[src/hw/rtl/cssf_pkg.sv]
// ----------------------------------------------------------------------------
// cssf_pkg
// Shared types and constants of the cross-shift sharpening filter.
// ----------------------------------------------------------------------------
package cssf_pkg;

    localparam int PIX_W      = 8;
    localparam int NUM_W      = 19;
    localparam int DEN_W      = 10;
    localparam int QUOT_W     = 8;
    localparam int MAG_W      = DEN_W + QUOT_W;
    localparam int APB_ADDR_W = 4;
    localparam int APB_DATA_W = 32;

    localparam logic OP_PIXEL = 1'b0;
    localparam logic OP_FLUSH = 1'b1;

    localparam logic [1:0] REG_WIDTH  = 2'd0;
    localparam logic [1:0] REG_HEIGHT = 2'd1;
    localparam logic [1:0] REG_GAIN   = 2'd2;
    localparam logic [1:0] REG_SHIFT  = 2'd3;

    localparam logic [11:0] WIDTH_RESET  = 12'd2048;
    localparam logic [15:0] HEIGHT_RESET = 16'd480;
    localparam logic [7:0]  GAIN_RESET   = 8'd128;
    localparam logic [2:0]  SHIFT_RESET  = 3'd2;

    typedef struct packed {
        logic             opcode;
        logic [PIX_W-1:0] pixel_in;
    } in_word_t;

    typedef struct packed {
        logic [PIX_W-1:0] pixel_out;
        logic             clamped;
        logic             end_of_frame;
    } out_word_t;

    typedef struct packed {
        logic valid;
        logic eof;
    } div_ctl_t;

endpackage

[src/hw/rtl/cssf_div.sv]
// ----------------------------------------------------------------------------
// cssf_div
// Pipelined restoring divider, one quotient bit per stage, with truncation
// toward zero and saturation of the quotient to 0..255.
// ----------------------------------------------------------------------------
module cssf_div (
    input  logic                                     clk,
    input  logic                                     rst_n,
    input  logic                                     en,
    input  cssf_pkg::div_ctl_t                       ctl_in,
    input  logic signed [cssf_pkg::NUM_W-1:0]        num,
    input  logic [cssf_pkg::DEN_W-1:0]               den,
    output cssf_pkg::div_ctl_t                       ctl_out,
    output logic [cssf_pkg::QUOT_W-1:0]              quot,
    output logic                                     clamped
);

    localparam int STEPS = cssf_pkg::QUOT_W;
    localparam int MAG_W = cssf_pkg::MAG_W;

    cssf_pkg::div_ctl_t ctl_reg [STEPS+1];
    logic [MAG_W-1:0]   rem_reg [STEPS+1];
    logic [STEPS-1:0]   q_reg   [STEPS+1];
    logic               hi_reg  [STEPS+1];
    logic               zero_reg[STEPS+1];
    logic               clamp_reg[STEPS+1];

    logic               neg;
    logic [MAG_W-1:0]   mag;
    logic               over;
    logic               under;

    always_comb
    begin
        neg   = num[cssf_pkg::NUM_W-1];
        mag   = neg ? MAG_W'(-num) : MAG_W'(num);
        over  = !neg && (mag >= MAG_W'({den, {STEPS{1'b0}}}));
        under = neg && (mag >= MAG_W'(den));
    end

    always_ff @(posedge clk or negedge rst_n)
    begin
        if (!rst_n)
        begin
            ctl_reg[0] <= '0;
        end
        else if (en)
        begin
            ctl_reg[0] <= ctl_in;
        end
    end

    always_ff @(posedge clk)
    begin
        if (en)
        begin
            rem_reg[0]   <= mag;
            q_reg[0]     <= '0;
            hi_reg[0]    <= over;
            zero_reg[0]  <= neg;
            clamp_reg[0] <= over || under;
        end
    end

    for (genvar s = 1; s <= STEPS; s++) begin : g_step
        logic [MAG_W-1:0] trial;
        logic             fits;

        always_comb
        begin
            trial = MAG_W'(den) << (STEPS - s);
            fits  = rem_reg[s-1] >= trial;
        end

        always_ff @(posedge clk or negedge rst_n)
        begin
            if (!rst_n)
            begin
                ctl_reg[s] <= '0;
            end
            else if (en)
            begin
                ctl_reg[s] <= ctl_reg[s-1];
            end
        end

        always_ff @(posedge clk)
        begin
            if (en)
            begin
                rem_reg[s]   <= fits ? (rem_reg[s-1] - trial) : rem_reg[s-1];
                q_reg[s]     <= q_reg[s-1] | (fits ? (STEPS'(1) << (STEPS - s)) : '0);
                hi_reg[s]    <= hi_reg[s-1];
                zero_reg[s]  <= zero_reg[s-1];
                clamp_reg[s] <= clamp_reg[s-1];
            end
        end
    end

    assign ctl_out = ctl_reg[STEPS];
    assign clamped = clamp_reg[STEPS];
    assign quot    = hi_reg[STEPS] ? '1 : (zero_reg[STEPS] ? '0 : q_reg[STEPS]);

endmodule

[config.mk]
export PLATFORM = sky130hd
export DESIGN_NAME = cssf_div
export DESIGN_NICKNAME = d
export VERILOG_FILES = /design/src/hw/rtl/cssf_pkg.sv /design/src/hw/rtl/cssf_div.sv
export SDC_FILE = /design/constraint.sdc
export NUM_CORES = 1
export LEC_CHECK = 0
export BUFFER_PORTS_ARGS = -buffer_cell sky130_fd_sc_hd__buf_2
export CORE_MARGIN = 2
export CORE_UTILIZATION = 48
export CTS_BUF_LIST = sky130_fd_sc_hd__clkbuf_8
export CTS_CLUSTER_DIAMETER = 120
export DETAILED_ROUTE_END_ITERATION = 6
export PLACE_DENSITY = 0.76
export SLEW_MARGIN = 10
export SYNTH_ARGS = -nofsm -noshare
export SYNTH_HDL_FRONTEND = slang
export SYNTH_SLANG_ARGS = --single-unit
[constraint.sdc]
create_clock -name clk -period 3.3 [get_ports clk]
set_input_delay 0.165 -clock clk [delete_from_list [all_inputs] [get_ports clk]]
set_output_delay 0.165 -clock clk [all_outputs]
set_load 0.05 [all_outputs]
== After elaboration in Yosys (flattened, before gate mapping) ==
Memory sizes are Yosys's and may differ from the RTL's.
Cells that the tools add are included.
Storage, ports and cells
  register bits: 18
  bits in writable memories: 261
  output and inout bits: 11
  memories: 5
Memories
  rem_reg: words 9, width 18, read ports 8, clocked after memory_dff 0, wr ports 9, line cssf_div.sv:22  | logic [MAG_W-1:0] rem_reg [STEPS+1];
  q_reg: words 9, width 8, read ports 9, clocked after memory_dff 0, wr ports 9, line cssf_div.sv:23  | logic [STEPS-1:0] q_reg [STEPS+1];
  clamp_reg: words 9, width 1, read ports 9, clocked after memory_dff 0, wr ports 9, line cssf_div.sv:26  | logic clamp_reg[STEPS+1];
  hi_reg: words 9, width 1, read ports 9, clocked after memory_dff 0, wr ports 9, line cssf_div.sv:24  | logic hi_reg [STEPS+1];
  zero_reg: words 9, width 1, read ports 9, clocked after memory_dff 0, wr ports 9, line cssf_div.sv:25  | logic zero_reg[STEPS+1];
Operators by class
  add/sub/neg operators: 9
  magnitude comparators: 10
  muxes and demuxes: 21
  bitwise operators: 8
  reduce and logical (&&, ||, !) cells: 4
Operator list (number)
  18-bit 2-to-1 mux: 9
  18-bit by 10-bit >= comparator with 1-bit output: 2
  8-bit 2-to-1 mux: 3
  18-bit by 11-bit >= comparator with 1-bit output: 1
  18-bit by 12-bit >= comparator with 1-bit output: 1
  18-bit by 13-bit >= comparator with 1-bit output: 1
  18-bit by 14-bit >= comparator with 1-bit output: 1
  18-bit by 15-bit >= comparator with 1-bit output: 1
  18-bit by 16-bit >= comparator with 1-bit output: 1
  18-bit by 17-bit >= comparator with 1-bit output: 1
  18-bit >= comparator: 1
  18-bit negation: 1
  18-bit by 10-bit subtractor with 18-bit output: 1
  18-bit by 11-bit subtractor with 18-bit output: 1
  18-bit by 12-bit subtractor with 18-bit output: 1
  18-bit by 13-bit subtractor with 18-bit output: 1
  18-bit by 14-bit subtractor with 18-bit output: 1
  18-bit by 15-bit subtractor with 18-bit output: 1
  18-bit by 16-bit subtractor with 18-bit output: 1
  18-bit by 17-bit subtractor with 18-bit output: 1
  8-bit by 1-bit OR with 8-bit output: 1
  8-bit by 2-bit OR with 8-bit output: 1
  8-bit by 3-bit OR with 8-bit output: 1
  8-bit by 4-bit OR with 8-bit output: 1
  other kinds (14): 17

== Logic depth before layout (Yosys ltp) ==
  word-level depth: 5
  mapped depth: 14
  mapped depth without buffers: 13

== Worst setup path after synthesis ==
OpenSTA, ideal clock, no wires.
  path type: input -> register
  from: input port num[10] (netlist bit)
  to: memory clamp_reg[0][0], data pin
  library setup time: 0.133 ns
  arrival time: 2.533 ns
  data required time: 3.167 ns
  path slack: 0.635 ns
  cell stages on the path: 12
  cells stage by stage: buf_2 > nor4_2 > nand3_1 > o41ai_1 > xnor2_1 > ha_1 > nand4_1 > nor3b_1 > o2111ai_1 > o41ai_1 > a311o_1 > o41a_1
RTL lines
  start: declaration: line cssf_div.sv:11  | input logic signed [cssf_pkg::NUM_W-1:0] num,
  end: declaration: line cssf_div.sv:26

==> reports/qor.yml <==
timing:
  hold_viol: 0
  fmax_mhz: 333
  tightest_slew_ns: 0.763
  post-route-period-util: 0.909
  relSlewSlack: 0.487
  fin_skew_ns: 0.0131
  final-max-slew-violation-count: 0
  post-route-min-period_ns: 3.00
  setup_tns_ns: 0
  rsz0062_at_grt: "no"
  setup_violations: 0
  setup_ws_ns: 0.299
  holdWs_ns: 0.0386
route:
  drc_errors: 4
  ant_nets: 0
  routed_wl_mm: 25.0
  firstDrtPassIters: 7
  avgRoutedWirePerCell_um: 16.4
  via_count: 8748
  drt_iter0_drc: 607
  via_per_inst: 5.71
setup_path:
  slowest_delay_ns: 0.66
  required_ns: 3.57
  crit_slowest_cell: "or4b_2"
  worstSetupEndpointType: "flop"
  path_max_fanout: 4
  worstSetupPathType: "reg2reg"
  cp_cell_sequence: "nor4_1, nand4_1, o31ai_1, a21oi_2, or4b_2, xnor2_1"
  arrival_ns: 3.27
  cp-start-kind: "flop"
power:
  vdd_drop_max_v: 0.000357
  p_leak_nw: 5.60
  p_per_area_nw_per_um2: 695
  total_power_mw: 9.98
layout:
  largest_reg_flops: 144
  n_antenna_cell: 0
  final_layout_size_suffix_gt1_frac: 0.154
  syn2layout_area_growth_pct: 12.3
  final_nets: 1309
synthesis:
  ys.flop_type: "edfxtp_1"
  syn_area_um2: 12800
  async_flop_share: 0.0800
  synth_top_area_cell: "edfxtp_1"
  ys_seq_area_frac: 0.521
  synth_edf_count: 207
  yosysWarnings: 0
  synth-seq-cells: 225
  synth_cells: 1070
  avgSynthCellArea_um2: 11.9
  yosysUniqueCellTypes: 72
  yosys.area.top_type_share: 0.486
  synth_area_leaders: "edfxtp_1 49%, ha_1 9.9%, mux2_2 3.8%"
  synth_fp_nets: 1212
placement:
  hpwlAfterDp_mm: 18.4
  place.gp.congestion: 0.900
  place_ws_ns: 0.157
  portBuffers: 44
floorplanning:
  num_io_pins: 45
  fp.dieArea_um2: 28000
  die_y_um: 167
  start_util: 0.489
  die-width_um: 167
  core_um2: 26100
  row_count: 59
clocking:
  cts_sinks: 225
  clock_latency_ns: 0.53
  clockBufferDepth: 3
  htree_levels: 2
  clk_pin_slew_worst_paths_ns: 0.06
  cts_tree: "yes"
  cts_made_buffers: 39
  cts_root_buffer: "clkbuf_8"
  cts_resized: 0
grt:
  grt_pass1_wl_mm: 40.4
  grt_overflow: 0
  grt_max_degree: 120
  grt_pass1_vias: 8665
  grtUsageTotal: 0.179
  antenna_found_initial: 0
flow_run:
  max_cap_violations: 0
worst_hold_path:
  hold_path_class: "in2reg"
outcome:
  violations: "DRC"
  outcome: "finished with violations"
[cell usage in the layout, fill, tap and decap left out, drive strengths merged, types with 13 or more instances in the layout]
master    n
xor2     36
nand2    60
inv      60
o31ai    13
o21ai    54
edfxtp  207
nor2b    18
a21oi    65
clkbuf   42
o21a     24
dfrtp    18
ha      101
nor3     33
nor4     14
buf      72
nand2b   13
nor2     71
xnor2    47
mux2     43
a21o     25
[synth_stat cells (4+ instances only)]
cell type,n
buf_2,6
o21bai_1,4
nand2b_1,13
inv_1,46
nand4b_1,8
xnor2_1,47
or2_2,7
clkbuf_1,7
edfxtp_1,207
o21a_1,24
o211ai_1,6
buf_1,5
ha_1,101
and4_1,4
mux2_2,43
a211o_1,5
dfrtp_1,18
nor4_1,11
fa_1,7
o31ai_1,13
a21oi_1,64
nand2_1,60
a2111oi_0,5
nor4b_1,4
o21ai_0,52
nand4_1,11
a21boi_0,5
nand3_1,11
nor3_1,32
or3_1,9
nor2_1,71
nor2b_1,18
xor2_1,36
a211oi_1,9
o31a_1,11
a21o_1,25
a31oi_1,8
mux2i_1,5
[worst max-delay path, delay by kind of cell (launching register included)]
kind,cells,cell delay (ns)
AND/OR/NAND/NOR,3,1.45
AO/OA/AOI/OAI,2,0.63
XOR/XNOR,1,0.15
flip-flops,1,0.52
[worst paths after layout]
kind / startpoint / to / slack, ns / cells past startpoint
max in group asynchronous: rst_n / ctl_reg[10] / 2.92 / 2
worst max-delay path: rem_reg[0][51] / rem_reg[0][71] / 0.30 / 6
min in group asynchronous: rst_n / ctl_reg[2] / 0.10 / 2
worst min-delay path: num[12] / rem_reg[0][12] / 0.04 / 2
worst min register to register: q_reg[0][61] / q_reg[0][69] / 0.42 / 0
worst max register to register: rem_reg[0][51] / rem_reg[0][71] / 0.30 / 6
[routing by layer]
metal  global-route usage  up-vias  part of all wire  wire length [µm]
met2                0.335      214              0.52             13000
met3               0.0295       66             0.043              1080
met4               0.0888        0             0.044              1100
met5                    0        -                 0                 0
met1                0.196     4179              0.40              9910
li1                     -     4289                 -                 -
[through the flow]
| step | utilization | instance area (µm²) | std cells |
|---|---|---|---|
| after floorplan | - | 12800 | 1070 |
| after global placement | 0.519 | 13600 | 1457 |
| after detailed placement | 0.519 | 13600 | 1457 |
| after CTS | 0.549 | 14400 | 1531 |
| after global routing | 0.549 | 14400 | 1531 |
| final | 0.549 | 14400 | 1531 |
[power breakdown]
group,switching [mW],internal (mW)
Clock,1.10,1.33
Combinational,1.75,1.50
Sequential,0.336,3.96
Total,3.18,6.80
[area by class of cell]
cell class / count / area [µm²]
Clock buffer: 42 / 578
Clock inverter: 28 / 170
Fill cell: 2189 / 11800
Inverter: 47 / 176
Multi-Input combinational cell: 778 / 5850
Sequential cell: 225 / 6670
Tap cell: 335 / 419
Timing Repair Buffer: 76 / 493
[timing repair]
action	in CTS	in global routing
hold buffers	4	0
buffers inserted	0	0
endpoints found under the hold margin	21	0
[kinds of logic (layout without fill, tap and decap cells)]
kind of cell / after synthesis / after routing / synth area share
AOI/OAI and AO/OA: 261 / 261 / 0.135
DFF: 225 / 225 / 0.521
adders and majority gates: 108 / 108 / 0.110
buffers and inverters: 67 / 193 / 0.0208
xor gates and xnor gates: 83 / 83 / 0.0569
and+or+nand+nor: 278 / 278 / 0.114
muxes: 48 / 48 / 0.0418
Note: power is estimated with default switching activity, not from simulation.
